## src/hdl/pfd_pkg.sv

```systemverilog
// Shared widths, configuration record and datapath control types for the PID block.
package pfd_pkg;

    localparam int DATA_W     = 16;
    localparam int FRAC_BITS  = 8;
    localparam int GAIN_W     = 16;
    localparam int TAU_W      = 16;
    localparam int PERIOD_W   = 8;
    localparam int CFG_ADDR_W = 3;
    localparam int CFG_DATA_W = (DATA_W > GAIN_W) ? DATA_W : GAIN_W;
    localparam int CLAMP_W    = 2;

    localparam int S_TDATA_W = ((2 * DATA_W + 7) / 8) * 8;
    localparam int M_TDATA_W = ((DATA_W + CLAMP_W + 7) / 8) * 8;

    // Datapath widths, derived from the field widths above except the fixed DACC_W.
    localparam int ERR_W   = DATA_W + 1;
    localparam int ESUM_W  = ERR_W + 1;
    localparam int PROP_W  = GAIN_W + ERR_W;
    localparam int KIDT_W  = GAIN_W + PERIOD_W + 1;
    localparam int IPROD_W = KIDT_W + ESUM_W;
    localparam int ISUM_W  = IPROD_W + 1;
    localparam int INTEG_W = DATA_W + FRAC_BITS + 1;
    localparam int KDDM_W  = GAIN_W + ERR_W;
    localparam int DEN_W   = ((TAU_W + 1 > PERIOD_W + FRAC_BITS) ?
                              TAU_W + 1 : PERIOD_W + FRAC_BITS) + 1;
    localparam int DACC_W  = 32;
    localparam int CTD_W   = DEN_W + DACC_W;
    localparam int NUM_W   = ((KDDM_W + FRAC_BITS + 1 > CTD_W) ?
                              KDDM_W + FRAC_BITS + 1 : CTD_W) + 1;
    localparam int QUO_W   = NUM_W + (NUM_W % 2);
    localparam int DIV_ITERS = QUO_W / 2;
    localparam int DIV_CNT_W = $clog2(DIV_ITERS);
    localparam int SUM_W   = ((PROP_W > DACC_W) ? PROP_W : DACC_W) + 2;
    localparam int MUL_A_W = (KIDT_W > DEN_W) ? KIDT_W : DEN_W;
    localparam int MUL_B_W = (DACC_W > ESUM_W) ? DACC_W : ESUM_W;
    localparam int PROD_W  = MUL_A_W + MUL_B_W;

    localparam logic [GAIN_W-1:0]   GAIN_P_RESET = GAIN_W'(256);
    localparam logic [GAIN_W-1:0]   GAIN_I_RESET = '0;
    localparam logic [GAIN_W-1:0]   GAIN_D_RESET = '0;
    localparam logic [TAU_W-1:0]    TAU_RESET    = TAU_W'(256);
    localparam logic [PERIOD_W-1:0] PERIOD_RESET = PERIOD_W'(1);
    localparam logic [DATA_W-1:0]   LIMIT_HIGH_RESET = {1'b0, {(DATA_W - 1){1'b1}}};
    localparam logic [DATA_W-1:0]   LIMIT_LOW_RESET  = {1'b1, {(DATA_W - 1){1'b0}}};

    typedef struct packed {
        logic signed [GAIN_W-1:0] gain_p;
        logic signed [GAIN_W-1:0] gain_i;
        logic signed [GAIN_W-1:0] gain_d;
        logic [TAU_W-1:0]         filter_tau;
        logic [PERIOD_W-1:0]      sample_period;
        logic signed [DATA_W-1:0] limit_high;
        logic signed [DATA_W-1:0] limit_low;
    } cfg_t;

    typedef enum logic [CLAMP_W-1:0] {
        CLAMP_NONE = 2'd0,
        CLAMP_HIGH = 2'd1,
        CLAMP_LOW  = 2'd2
    } clamp_t;

    typedef enum logic [3:0] {
        ALU_NOP,
        ALU_LOAD,
        ALU_DIFF,
        ALU_SAVE_P,
        ALU_INTEG_ADD,
        ALU_NUM_KD,
        ALU_NUM_ADD,
        ALU_INTEG_CLAMP,
        ALU_DIV_INIT,
        ALU_DIV_STEP,
        ALU_DIV_DONE,
        ALU_DERIV_ZERO,
        ALU_SUM,
        ALU_ROUND,
        ALU_EMIT
    } alu_op_t;

    typedef enum logic [2:0] {
        MUL_NONE,
        MUL_KP_ERR,
        MUL_KI_DT,
        MUL_KIDT_ESUM,
        MUL_KD_DM,
        MUL_CT_DACC
    } mul_sel_t;

    typedef struct packed {
        alu_op_t  alu;
        mul_sel_t mul;
    } uop_t;

    typedef struct packed {
        logic den_zero;
        logic div_more;
    } dp_status_t;

endpackage

```

## src/hdl/pfd_datapath.sv

```systemverilog
// Arithmetic datapath of the PID block: one shared multiplier, accumulators and a radix-4 divider.
module pfd_datapath (
    input  logic                             aclk,
    input  logic                             aresetn,
    input  pfd_pkg::uop_t                    op,
    input  pfd_pkg::cfg_t                    cfg,
    input  logic signed [pfd_pkg::DATA_W-1:0] in_meas,
    input  logic signed [pfd_pkg::DATA_W-1:0] in_tgt,
    output pfd_pkg::dp_status_t              status,
    output logic signed [pfd_pkg::DATA_W-1:0] drive,
    output pfd_pkg::clamp_t                  clamp_state
);
    import pfd_pkg::*;

    localparam logic [SUM_W-1:0] ROUND_HALF = SUM_W'(1) << (FRAC_BITS - 1);
    localparam logic signed [DACC_W-1:0] DACC_MAX = {1'b0, {(DACC_W - 1){1'b1}}};
    localparam logic signed [DACC_W-1:0] DACC_MIN = {1'b1, {(DACC_W - 1){1'b0}}};

    logic signed [DATA_W-1:0]  meas_reg, meas_next, tgt_reg, tgt_next;
    logic signed [ERR_W-1:0]   err_reg, err_next, dm_reg, dm_next;
    logic signed [PROD_W-1:0]  prod_reg, prod_next;
    logic signed [PROP_W-1:0]  p_reg, p_next;
    logic signed [ISUM_W-1:0]  isum_reg, isum_next;
    logic signed [INTEG_W-1:0] integ_reg, integ_next;
    logic signed [NUM_W-1:0]   num_reg, num_next;
    logic                      num_neg_reg, num_neg_next;
    logic [DEN_W-1:0]          den_reg, den_next, rem_reg, rem_next;
    logic [QUO_W-1:0]          dvd_reg, dvd_next;
    logic [DIV_CNT_W-1:0]      cnt_reg, cnt_next;
    logic signed [DACC_W-1:0]  deriv_reg, deriv_next;
    logic signed [SUM_W-1:0]   sum_reg, sum_next;
    logic signed [DATA_W-1:0]  drive_reg, drive_next;
    clamp_t                    clamp_reg, clamp_next;
    logic signed [ERR_W-1:0]   last_err_reg, last_err_next;
    logic signed [DATA_W-1:0]  last_meas_reg, last_meas_next;

    logic signed [ESUM_W-1:0]  esum;
    logic [DEN_W-1:0]          tau2, dtq, den;
    logic signed [DEN_W-1:0]   ct;
    logic signed [MUL_A_W-1:0] mul_a;
    logic signed [MUL_B_W-1:0] mul_b;
    logic signed [IPROD_W-1:0] iprod, ihalf_s;
    logic [IPROD_W-1:0]        imag, ihalf;
    logic signed [ISUM_W-1:0]  hi_isum, lo_isum;
    logic signed [SUM_W-1:0]   hi_sum, lo_sum;
    logic [NUM_W-1:0]          num_mag;
    logic [DEN_W:0]            r1, r2;
    logic [DEN_W-1:0]          r1s, r2s;
    logic                      ge1, ge2;
    logic [QUO_W-1:0]          d1, d2;
    logic                      q_big_pos, q_big_neg;
    logic signed [DACC_W-1:0]  deriv_sat;
    logic [SUM_W-1:0]          smag, sround;
    logic signed [DATA_W-1:0]  drive_rnd;

    // Operands that several steps share.
    always_comb begin
        esum    = ESUM_W'(err_reg) + ESUM_W'(last_err_reg);
        tau2    = DEN_W'({cfg.filter_tau, 1'b0});
        dtq     = DEN_W'(cfg.sample_period) << FRAC_BITS;
        den     = tau2 + dtq;
        ct      = $signed(tau2 - dtq);
        hi_isum = ISUM_W'($signed(cfg.limit_high)) <<< FRAC_BITS;
        lo_isum = ISUM_W'($signed(cfg.limit_low)) <<< FRAC_BITS;
        hi_sum  = SUM_W'($signed(cfg.limit_high)) <<< FRAC_BITS;
        lo_sum  = SUM_W'($signed(cfg.limit_low)) <<< FRAC_BITS;
    end

    // Shared multiplier; the product is registered before any use.
    always_comb begin
        mul_a = '0;
        mul_b = '0;
        case (op.mul)
            MUL_KP_ERR: begin
                mul_a = MUL_A_W'($signed(cfg.gain_p));
                mul_b = MUL_B_W'(err_reg);
            end
            MUL_KI_DT: begin
                mul_a = MUL_A_W'($signed(cfg.gain_i));
                mul_b = MUL_B_W'($signed({1'b0, cfg.sample_period}));
            end
            MUL_KIDT_ESUM: begin
                mul_a = MUL_A_W'($signed(prod_reg[KIDT_W-1:0]));
                mul_b = MUL_B_W'(esum);
            end
            MUL_KD_DM: begin
                mul_a = MUL_A_W'($signed(cfg.gain_d));
                mul_b = MUL_B_W'(dm_reg);
            end
            MUL_CT_DACC: begin
                mul_a = MUL_A_W'(ct);
                mul_b = MUL_B_W'(deriv_reg);
            end
            default: begin
            end
        endcase
        prod_next = (op.mul != MUL_NONE) ? PROD_W'(mul_a * mul_b) : prod_reg;
    end

    // Integrator increment: halve with rounding to nearest, ties away from zero.
    always_comb begin
        iprod   = $signed(prod_reg[IPROD_W-1:0]);
        imag    = iprod[IPROD_W-1] ? IPROD_W'(-iprod) : IPROD_W'(iprod);
        ihalf   = (imag + IPROD_W'(1)) >> 1;
        ihalf_s = iprod[IPROD_W-1] ? -$signed(ihalf) : $signed(ihalf);
    end

    // Two restoring divide steps per cycle.
    always_comb begin
        num_mag = num_reg[NUM_W-1] ? NUM_W'(-num_reg) : NUM_W'(num_reg);
        r1  = {rem_reg, dvd_reg[QUO_W-1]};
        ge1 = r1 >= {1'b0, den_reg};
        r1s = ge1 ? DEN_W'(r1 - {1'b0, den_reg}) : DEN_W'(r1);
        d1  = {dvd_reg[QUO_W-2:0], ge1};
        r2  = {r1s, d1[QUO_W-1]};
        ge2 = r2 >= {1'b0, den_reg};
        r2s = ge2 ? DEN_W'(r2 - {1'b0, den_reg}) : DEN_W'(r2);
        d2  = {d1[QUO_W-2:0], ge2};
    end

    // The derivative is the negated quotient, saturated to 32 bits.
    always_comb begin
        q_big_pos = |dvd_reg[QUO_W-1:DACC_W-1];
        q_big_neg = (|dvd_reg[QUO_W-1:DACC_W]) ||
                    (dvd_reg[DACC_W-1] && (|dvd_reg[DACC_W-2:0]));
        if (num_neg_reg) begin
            deriv_sat = q_big_pos ? DACC_MAX : $signed(dvd_reg[DACC_W-1:0]);
        end else begin
            deriv_sat = q_big_neg ? DACC_MIN : -$signed(dvd_reg[DACC_W-1:0]);
        end
    end

    always_comb begin
        smag      = sum_reg[SUM_W-1] ? SUM_W'(-sum_reg) : SUM_W'(sum_reg);
        sround    = (smag + ROUND_HALF) >> FRAC_BITS;
        drive_rnd = sum_reg[SUM_W-1] ? -$signed(sround[DATA_W-1:0])
                                     : $signed(sround[DATA_W-1:0]);
    end

    always_comb begin
        meas_next      = meas_reg;
        tgt_next       = tgt_reg;
        err_next       = err_reg;
        dm_next        = dm_reg;
        p_next         = p_reg;
        isum_next      = isum_reg;
        integ_next     = integ_reg;
        num_next       = num_reg;
        num_neg_next   = num_neg_reg;
        den_next       = den_reg;
        rem_next       = rem_reg;
        dvd_next       = dvd_reg;
        cnt_next       = cnt_reg;
        deriv_next     = deriv_reg;
        sum_next       = sum_reg;
        drive_next     = drive_reg;
        clamp_next     = clamp_reg;
        last_err_next  = last_err_reg;
        last_meas_next = last_meas_reg;
        case (op.alu)
            ALU_LOAD: begin
                meas_next = in_meas;
                tgt_next  = in_tgt;
            end
            ALU_DIFF: begin
                err_next = ERR_W'(tgt_reg) - ERR_W'(meas_reg);
                dm_next  = ERR_W'(meas_reg) - ERR_W'(last_meas_reg);
            end
            ALU_SAVE_P: begin
                p_next = $signed(prod_reg[PROP_W-1:0]);
            end
            ALU_INTEG_ADD: begin
                isum_next = ISUM_W'(integ_reg) + ISUM_W'(ihalf_s);
            end
            ALU_NUM_KD: begin
                num_next = NUM_W'($signed(prod_reg[KDDM_W-1:0])) <<< (FRAC_BITS + 1);
            end
            ALU_NUM_ADD: begin
                num_next = num_reg + NUM_W'($signed(prod_reg[CTD_W-1:0]));
            end
            ALU_INTEG_CLAMP: begin
                // Upper limit tested first; if inverted, values above it get high, all others low.
                if (isum_reg > hi_isum) begin
                    integ_next = INTEG_W'(hi_isum);
                end else if (isum_reg < lo_isum) begin
                    integ_next = INTEG_W'(lo_isum);
                end else begin
                    integ_next = INTEG_W'(isum_reg);
                end
            end
            ALU_DIV_INIT: begin
                // Adding half the divisor up front turns truncation into rounding.
                den_next     = den;
                rem_next     = '0;
                num_neg_next = num_reg[NUM_W-1];
                dvd_next     = QUO_W'(num_mag) + QUO_W'(den >> 1);
                cnt_next     = DIV_CNT_W'(DIV_ITERS - 1);
            end
            ALU_DIV_STEP: begin
                rem_next = r2s;
                dvd_next = d2;
                cnt_next = cnt_reg - 1'b1;
            end
            ALU_DIV_DONE: begin
                deriv_next = deriv_sat;
            end
            ALU_DERIV_ZERO: begin
                deriv_next = '0;
            end
            ALU_SUM: begin
                sum_next = SUM_W'(p_reg) + SUM_W'(integ_reg) + SUM_W'(deriv_reg);
            end
            ALU_ROUND: begin
                if (sum_reg > hi_sum) begin
                    drive_next = cfg.limit_high;
                    clamp_next = CLAMP_HIGH;
                end else if (sum_reg < lo_sum) begin
                    drive_next = cfg.limit_low;
                    clamp_next = CLAMP_LOW;
                end else begin
                    drive_next = drive_rnd;
                    clamp_next = CLAMP_NONE;
                end
            end
            ALU_EMIT: begin
                last_err_next  = err_reg;
                last_meas_next = meas_reg;
            end
            default: begin
            end
        endcase
    end

    always_ff @(posedge aclk) begin
        if (!aresetn) begin
            integ_reg     <= '0;
            deriv_reg     <= '0;
            last_err_reg  <= '0;
            last_meas_reg <= '0;
            cnt_reg       <= '0;
        end else begin
            integ_reg     <= integ_next;
            deriv_reg     <= deriv_next;
            last_err_reg  <= last_err_next;
            last_meas_reg <= last_meas_next;
            cnt_reg       <= cnt_next;
        end
    end

    always_ff @(posedge aclk) begin
        meas_next_hold: begin
        end
        meas_reg    <= meas_next;
        tgt_reg     <= tgt_next;
        err_reg     <= err_next;
        dm_reg      <= dm_next;
        prod_reg    <= prod_next;
        p_reg       <= p_next;
        isum_reg    <= isum_next;
        num_reg     <= num_next;
        num_neg_reg <= num_neg_next;
        den_reg     <= den_next;
        rem_reg     <= rem_next;
        dvd_reg     <= dvd_next;
        sum_reg     <= sum_next;
        drive_reg   <= drive_next;
        clamp_reg   <= clamp_next;
    end

    assign status.den_zero = (den == '0);
    assign status.div_more = (cnt_reg != '0);
    assign drive           = drive_reg;
    assign clamp_state     = clamp_reg;

endmodule

```

## src/hdl/pid_filtered_derivative_top.sv

```systemverilog
// PID step with trapezoidal integrator and Tustin-filtered derivative, microcoded control.
//
// Usage: each request on the s_ channel carries one measurement and one setpoint;
// the block answers with one request on the m_ channel carrying the drive value
// and the clamp state. Gains, filter time constant, sample period and limits are
// written through cfg_wr_en / cfg_addr / cfg_wr_data, by the user only while no item
// is in flight; the block itself does not enforce this.
//
// When filter_tau and sample_period are both zero, the divider is skipped and the
// derivative is zero. s_tready is high only while the sequencer sits in its idle
// step, so a new item is taken only once the last one reaches the output register.
// The divider retires two quotient bits per cycle; the other steps share one multiplier.
//
// Reset (aresetn low at a clock edge) restores the register defaults, clears the
// integrator, derivative, previous error and previous measurement, and drops
// m_tvalid. When the receiver stalls, the finished result stays in the output
// register; the next item is accepted meanwhile and its computation waits in the
// step before the output register until that register is free.
module pid_filtered_derivative_top (
    input  logic                              aclk,
    input  logic                              aresetn,
    input  logic                              s_tvalid,
    output logic                              s_tready,
    // Fields from bit 0 up: measured[15:0], target[31:16].
    input  logic [pfd_pkg::S_TDATA_W-1:0]     s_tdata,
    output logic                              m_tvalid,
    input  logic                              m_tready,
    // Fields from bit 0 up: drive[15:0], clamp_state[17:16], zero fill[23:18].
    output logic [pfd_pkg::M_TDATA_W-1:0]     m_tdata,
    input  logic                              cfg_wr_en,
    input  logic [pfd_pkg::CFG_ADDR_W-1:0]    cfg_addr,
    input  logic [pfd_pkg::CFG_DATA_W-1:0]    cfg_wr_data
);
    import pfd_pkg::*;

    localparam int STEP_W = 5;
    typedef logic [STEP_W-1:0] step_t;

    localparam step_t S_IDLE       = 5'd0;
    localparam step_t S_DIFF       = 5'd1;
    localparam step_t S_MUL_P      = 5'd2;
    localparam step_t S_MUL_KIDT   = 5'd3;
    localparam step_t S_MUL_INTEG  = 5'd4;
    localparam step_t S_INTEG_ADD  = 5'd5;
    localparam step_t S_KD_SAVE    = 5'd6;
    localparam step_t S_NUM_ADD    = 5'd7;
    localparam step_t S_CLAMP      = 5'd8;
    localparam step_t S_DIV_INIT   = 5'd9;
    localparam step_t S_DIV_LOOP   = 5'd10;
    localparam step_t S_DIV_DONE   = 5'd11;
    localparam step_t S_DERIV_ZERO = 5'd12;
    localparam step_t S_SUM        = 5'd13;
    localparam step_t S_ROUND      = 5'd14;
    localparam step_t S_WAIT_OUT   = 5'd15;
    localparam step_t S_EMIT       = 5'd16;

    localparam logic [CFG_ADDR_W-1:0] REG_GAIN_P        = 3'd0;
    localparam logic [CFG_ADDR_W-1:0] REG_GAIN_I        = 3'd1;
    localparam logic [CFG_ADDR_W-1:0] REG_GAIN_D        = 3'd2;
    localparam logic [CFG_ADDR_W-1:0] REG_FILTER_TAU    = 3'd3;
    localparam logic [CFG_ADDR_W-1:0] REG_SAMPLE_PERIOD = 3'd4;
    localparam logic [CFG_ADDR_W-1:0] REG_LIMIT_HIGH    = 3'd5;
    localparam logic [CFG_ADDR_W-1:0] REG_LIMIT_LOW     = 3'd6;

    typedef enum logic [2:0] {
        COND_NEVER,
        COND_ALWAYS,
        COND_NO_INPUT,
        COND_DEN_ZERO,
        COND_DIV_MORE,
        COND_OUT_BUSY
    } cond_t;

    typedef struct packed {
        uop_t  op;
        cond_t cond;
        step_t target;
    } ucode_t;

    function automatic ucode_t uc(input alu_op_t alu, input mul_sel_t mul,
                                  input cond_t cond, input step_t target);
        ucode_t w;
        w.op.alu  = alu;
        w.op.mul  = mul;
        w.cond    = cond;
        w.target  = target;
        return w;
    endfunction

    // Control store: one word per step; a true condition jumps, otherwise the
    // step counter advances by one.
    function automatic ucode_t ucode_rom(input step_t s);
        ucode_t w;
        case (s)
            S_IDLE:       w = uc(ALU_LOAD,        MUL_NONE,      COND_NO_INPUT, S_IDLE);
            S_DIFF:       w = uc(ALU_DIFF,        MUL_NONE,      COND_NEVER,    S_IDLE);
            S_MUL_P:      w = uc(ALU_NOP,         MUL_KP_ERR,    COND_NEVER,    S_IDLE);
            S_MUL_KIDT:   w = uc(ALU_SAVE_P,      MUL_KI_DT,     COND_NEVER,    S_IDLE);
            S_MUL_INTEG:  w = uc(ALU_NOP,         MUL_KIDT_ESUM, COND_NEVER,    S_IDLE);
            S_INTEG_ADD:  w = uc(ALU_INTEG_ADD,   MUL_KD_DM,     COND_NEVER,    S_IDLE);
            S_KD_SAVE:    w = uc(ALU_NUM_KD,      MUL_CT_DACC,   COND_NEVER,    S_IDLE);
            S_NUM_ADD:    w = uc(ALU_NUM_ADD,     MUL_NONE,      COND_NEVER,    S_IDLE);
            S_CLAMP:      w = uc(ALU_INTEG_CLAMP, MUL_NONE,      COND_NEVER,    S_IDLE);
            S_DIV_INIT:   w = uc(ALU_DIV_INIT,    MUL_NONE,      COND_DEN_ZERO, S_DERIV_ZERO);
            S_DIV_LOOP:   w = uc(ALU_DIV_STEP,    MUL_NONE,      COND_DIV_MORE, S_DIV_LOOP);
            S_DIV_DONE:   w = uc(ALU_DIV_DONE,    MUL_NONE,      COND_ALWAYS,   S_SUM);
            S_DERIV_ZERO: w = uc(ALU_DERIV_ZERO,  MUL_NONE,      COND_NEVER,    S_IDLE);
            S_SUM:        w = uc(ALU_SUM,         MUL_NONE,      COND_NEVER,    S_IDLE);
            S_ROUND:      w = uc(ALU_ROUND,       MUL_NONE,      COND_NEVER,    S_IDLE);
            S_WAIT_OUT:   w = uc(ALU_NOP,         MUL_NONE,      COND_OUT_BUSY, S_WAIT_OUT);
            S_EMIT:       w = uc(ALU_EMIT,        MUL_NONE,      COND_ALWAYS,   S_IDLE);
            default:      w = uc(ALU_NOP,         MUL_NONE,      COND_ALWAYS,   S_IDLE);
        endcase
        return w;
    endfunction

    step_t                 step_reg, step_next;
    ucode_t                word;
    logic                  jump;
    cfg_t                  cfg_reg, cfg_next;
    logic                  m_tvalid_reg, m_tvalid_next;
    logic [M_TDATA_W-1:0]  m_tdata_reg, m_tdata_next;
    dp_status_t            status;
    logic signed [DATA_W-1:0] dp_drive;
    clamp_t                dp_clamp;

    assign word = ucode_rom(step_reg);

    always_comb begin
        case (word.cond)
            COND_NEVER:    jump = 1'b0;
            COND_ALWAYS:   jump = 1'b1;
            COND_NO_INPUT: jump = !s_tvalid;
            COND_DEN_ZERO: jump = status.den_zero;
            COND_DIV_MORE: jump = status.div_more;
            COND_OUT_BUSY: jump = m_tvalid_reg && !m_tready;
            default:       jump = 1'b1;
        endcase
        step_next = jump ? word.target : STEP_W'(step_reg + 1'b1);
    end

    always_comb begin
        cfg_next = cfg_reg;
        if (cfg_wr_en) begin
            case (cfg_addr)
                REG_GAIN_P:        cfg_next.gain_p        = cfg_wr_data[GAIN_W-1:0];
                REG_GAIN_I:        cfg_next.gain_i        = cfg_wr_data[GAIN_W-1:0];
                REG_GAIN_D:        cfg_next.gain_d        = cfg_wr_data[GAIN_W-1:0];
                REG_FILTER_TAU:    cfg_next.filter_tau    = cfg_wr_data[TAU_W-1:0];
                REG_SAMPLE_PERIOD: cfg_next.sample_period = cfg_wr_data[PERIOD_W-1:0];
                REG_LIMIT_HIGH:    cfg_next.limit_high    = cfg_wr_data[DATA_W-1:0];
                REG_LIMIT_LOW:     cfg_next.limit_low     = cfg_wr_data[DATA_W-1:0];
                default: begin
                end
            endcase
        end
    end

    // The output register frees itself on a taken request and refills at the emit step.
    always_comb begin
        m_tvalid_next = m_tvalid_reg;
        m_tdata_next  = m_tdata_reg;
        if (word.op.alu == ALU_EMIT) begin
            m_tvalid_next = 1'b1;
            m_tdata_next  = M_TDATA_W'({dp_clamp, dp_drive});
        end else if (m_tready) begin
            m_tvalid_next = 1'b0;
        end
    end

    always_ff @(posedge aclk) begin
        if (!aresetn) begin
            step_reg              <= S_IDLE;
            m_tvalid_reg          <= 1'b0;
            cfg_reg.gain_p        <= GAIN_P_RESET;
            cfg_reg.gain_i        <= GAIN_I_RESET;
            cfg_reg.gain_d        <= GAIN_D_RESET;
            cfg_reg.filter_tau    <= TAU_RESET;
            cfg_reg.sample_period <= PERIOD_RESET;
            cfg_reg.limit_high    <= LIMIT_HIGH_RESET;
            cfg_reg.limit_low     <= LIMIT_LOW_RESET;
        end else begin
            step_reg     <= step_next;
            m_tvalid_reg <= m_tvalid_next;
            cfg_reg      <= cfg_next;
        end
    end

    always_ff @(posedge aclk) begin
        m_tdata_reg <= m_tdata_next;
    end

    pfd_datapath u_datapath (
        .aclk        (aclk),
        .aresetn     (aresetn),
        .op          (word.op),
        .cfg         (cfg_reg),
        .in_meas     ($signed(s_tdata[DATA_W-1:0])),
        .in_tgt      ($signed(s_tdata[2*DATA_W-1:DATA_W])),
        .status      (status),
        .drive       (dp_drive),
        .clamp_state (dp_clamp)
    );

    assign s_tready = (step_reg == S_IDLE);
    assign m_tvalid = m_tvalid_reg;
    assign m_tdata  = m_tdata_reg;

endmodule
```

## config.mk

```make
export PLATFORM = sky130hd
export DESIGN_NAME = pid_filtered_derivative_top
export DESIGN_NICKNAME = d
export VERILOG_FILES = /design/src/hdl/pfd_pkg.sv /design/src/hdl/pfd_datapath.sv /design/src/hdl/pid_filtered_derivative_top.sv
export SDC_FILE = /design/constraint.sdc
export NUM_CORES = 2
export LEC_CHECK = 0
export CAP_MARGIN = 25
export CORE_MARGIN = 2
export CORE_UTILIZATION = 35
export DETAILED_ROUTE_END_ITERATION = 16
export DONT_BUFFER_PORTS = 1
export SLEW_MARGIN = 20
export SYNTH_ARGS = -nofsm -noshare
export SYNTH_HDL_FRONTEND = slang
export SYNTH_HIERARCHICAL = 1
export SYNTH_SLANG_ARGS = --single-unit
```

## constraint.sdc

```tcl
create_clock -name aclk -period 21.4 [get_ports aclk]
set_input_delay 5.35 -clock aclk [delete_from_list [all_inputs] [get_ports aclk]]
set_output_delay 5.35 -clock aclk [all_outputs]
set_load 0.05 [all_outputs]
```

==> impl_metrics.json <==
{
  "crit_slowest_cell": "o41ai_1",
  "ios": 82,
  "power_frac_seq_pct": 28.3,
  "synthArstFlopShare_pct": 0,
  "p_leak_nw": 33.7,
  "drtAntennaViolNets": 0,
  "ys_seq_elements": 621,
  "cp.arrival_ns": 11.81,
  "period_share_pct": 53.2,
  "synthCells": 8197,
  "hold_viol_final": 0,
  "hold_buffers": 0,
  "syn_avg_cell_area_sq_um": 8.83,
  "fin_hold_ws_ns": 0.411,
  "grt_pass1_wl_mm": 366,
  "num-nets-final": 9423,
  "end_kind": "register",
  "path_class": "reg -> reg",
  "largest_reg_flops": 104,
  "cts_buffer_depth": 3,
  "combPwrFrac_pct": 49.0,
  "ys_seq_area_share_pct": 22.7,
  "fin_ws_ns": 10.02,
  "crit_family": "adder cells",
  "layout_common_cells": "1083 x inv_1, 961 x nand2_1, 785 x fa_1, 715 x nor2_1, 530 x ha_1",
  "regArea_sq_mm": 0.0165,
  "powerDensity_mw_per_mm2": 75.0,
  "placed_area_sq_mm": 0.0756,
  "drive_above_1_share_pct": 5.27,
  "post_drt_wl_per_cell_microns": 22.1,
  "path_max_fanout": 14,
  "p_clk_share_pct": 22.6,
  "multiInputGateArea_sq_mm": 0.0508,
  "vias": 59776,
  "worst_pin_slew_ns": 1.07,
  "grt_pass1_vias": 60216,
  "critPathMaxStageDelay_ns": 0.61,
  "synthDistinctLibCells": 111,
  "grt_max_degree": 139,
  "overflow": 0,
  "post-place-cells": 10656,
  "final_cell_area_sq_mm": 0.0783,
  "setup_viol": 0,
  "rsz0062_at_grt": "false",
  "postCtsSetupBuffers": 0,
  "nFillCells": 20505,
  "yosysWarnings": 6,
  "cp-start-kind": "register",
  "period_needed_ns": 11.38,
  "switching_share_pct": 44.7,
  "cts_buffers": 77,
  "dieWidth_microns": 459,
  "grt_usage_pct": 22.5,
  "clkTransAtPathRegs_ns": 0.06,
  "finalMaxSlewViolations": 0,
  "intPower_mw": 3.25,
  "pre_cts_slack_ns": 10.18,
  "total_power_mw": 5.87,
  "via_per_inst": 5.53,
  "final_cells": 10806,
  "reg2reg_setup_slack_ns": 10.02,
  "synthFlopType": "edfxtp_1",
  "dr.first_iter.drc_count": 5314,
  "drc_errors": 0,
  "hpwl_mm": 185,
  "status": "finished, final reports clean",
  "cap_violations": 0,
  "row_count": 166,
  "synth_edf_count": 403,
  "die-height_microns": 459,
  "crit_top_cell": "fa_1",
  "drt_first_pass_iters": 6,
  "cts_resized": 0,
  "cts_sinks": 621,
  "clock_latency_ns": 0.71,
  "initial_core_util_pct": 35.3,
  "gp_congestion": 0.954,
  "fin_util_pct": 38.1,
  "totalWireLength_mm": 239,
  "critPathBufInv": 7,
  "fmax_mhz": 87.8,
  "design.core.area_sq_mm": 0.205,
  "die_area_sq_mm": 0.211,
  "syn_to_final_growth_pct": 8.07,
  "ir_worst_vdd_uv": 55.9,
  "tns_ns": 0,
  "port_buffers": 0,
  "hold_path.class": "reg -> reg",
  "p_switching_mw": 2.62,
  "required_ns": 21.82,
  "htreeDepth": 3,
  "fin_skew_ns": 0.0726,
  "final_common_cell": "inv_1",
  "cts_tree": "built",
  "antenna_found_initial": 8,
  "cts_root_buf": "clkbuf_16",
  "synth_area_sq_mm": 0.0724,
  "slew_headroom_pct": 27.2
}
[power by group through the flow]
| stage | registers, mW | logic, mW | clock network, mW |
|---|---|---|---|
| final | 1.66 | 2.88 | 1.33 |
| after global routing | 1.67 | 3.16 | 1.40 |
| after CTS | 1.66 | 2.85 | 1.35 |
| after detailed placement | 1.68 | 2.83 | 0 |
| after global placement | 1.68 | 2.79 | 0 |
| after floorplan | 1.56 | 2.06 | 0 |
[metal layers]
layer | track usage [%] | vias to the layer above | part of all wire [%]
met2 | 36.0 | 2260 | 45
met5 | 0 | - | 0.011
met4 | 8.37 | 4 | 3.9
met3 | 3.67 | 428 | 7.6
met1 | 30.6 | 29755 | 43
li1 | - | 27329 | -
[worst register-to-register path, delay by kind of cell (launching register included)]
kind                     cells  cell delay [ns]
adder cells (fa/ha/maj)     10             4.42
AO/OA/AOI/OAI               16             3.81
AND/OR/NAND/NOR              6             1.28
buffers and inverters        7             0.63
flip-flops                   1             0.42
multiplexers                 1             0.42
XOR/XNOR                     1             0.14
[cells in the mapped netlist, types with 68 or more instances]
library cell  count  area share, %
dfxtp_1         218            6.0
nor2_1          723            3.7
nor2b_1         108           0.93
a21o_1          196            2.0
nand4_1          71           0.61
mux2i_1          79            1.1
a22oi_1          68           0.71
xnor2_1         348            4.2
fa_1            785             22
nand2b_1         84           0.73
a21oi_1         421            2.9
nand3_1         141           0.97
nor3_1          138           0.95
ha_1            530            9.2
nand2_1         962            5.0
o21ai_0         350            2.4
edfxtp_1        403             17
xor2_1          141            1.7
inv_1          1084            5.6
clkbuf_1        322            1.7
[kinds of logic after synthesis]
logic type / Yosys count / synth area share [%]
mux: 119 / 1.72
simple gates: 2573 / 16.3
buf+inv: 1448 / 7.63
fa+ha+maj: 1315 / 30.9
flops: 621 / 22.7
compound gates: 1629 / 14.7
xor+xnor: 491 / 5.98
other cells: 1 / 0.00518
[final timing paths]
check,start,end,cells past startpoint
setup / recovery,u_datapath/err_reg[0],u_datapath/prod_reg[49],41
hold reg to reg,u_datapath/drive[0],m_tdata[0],0
hold / removal,u_datapath/drive[0],m_tdata[0],0
setup reg to reg,u_datapath/err_reg[0],u_datapath/prod_reg[49],41
[area by class of cell]
cell class              instances  area share (%)
clock inverters                48           0.632
inverters                    1089            5.24
diodes                          1         0.00320
clock buffers                  96            2.63
well taps                    2688            4.30
repair buffers                130            1.25
multi-input cells            6133            64.9
flip-flops and latches        621            21.0
No activity file was read; power rests on OpenSTA's default activity.
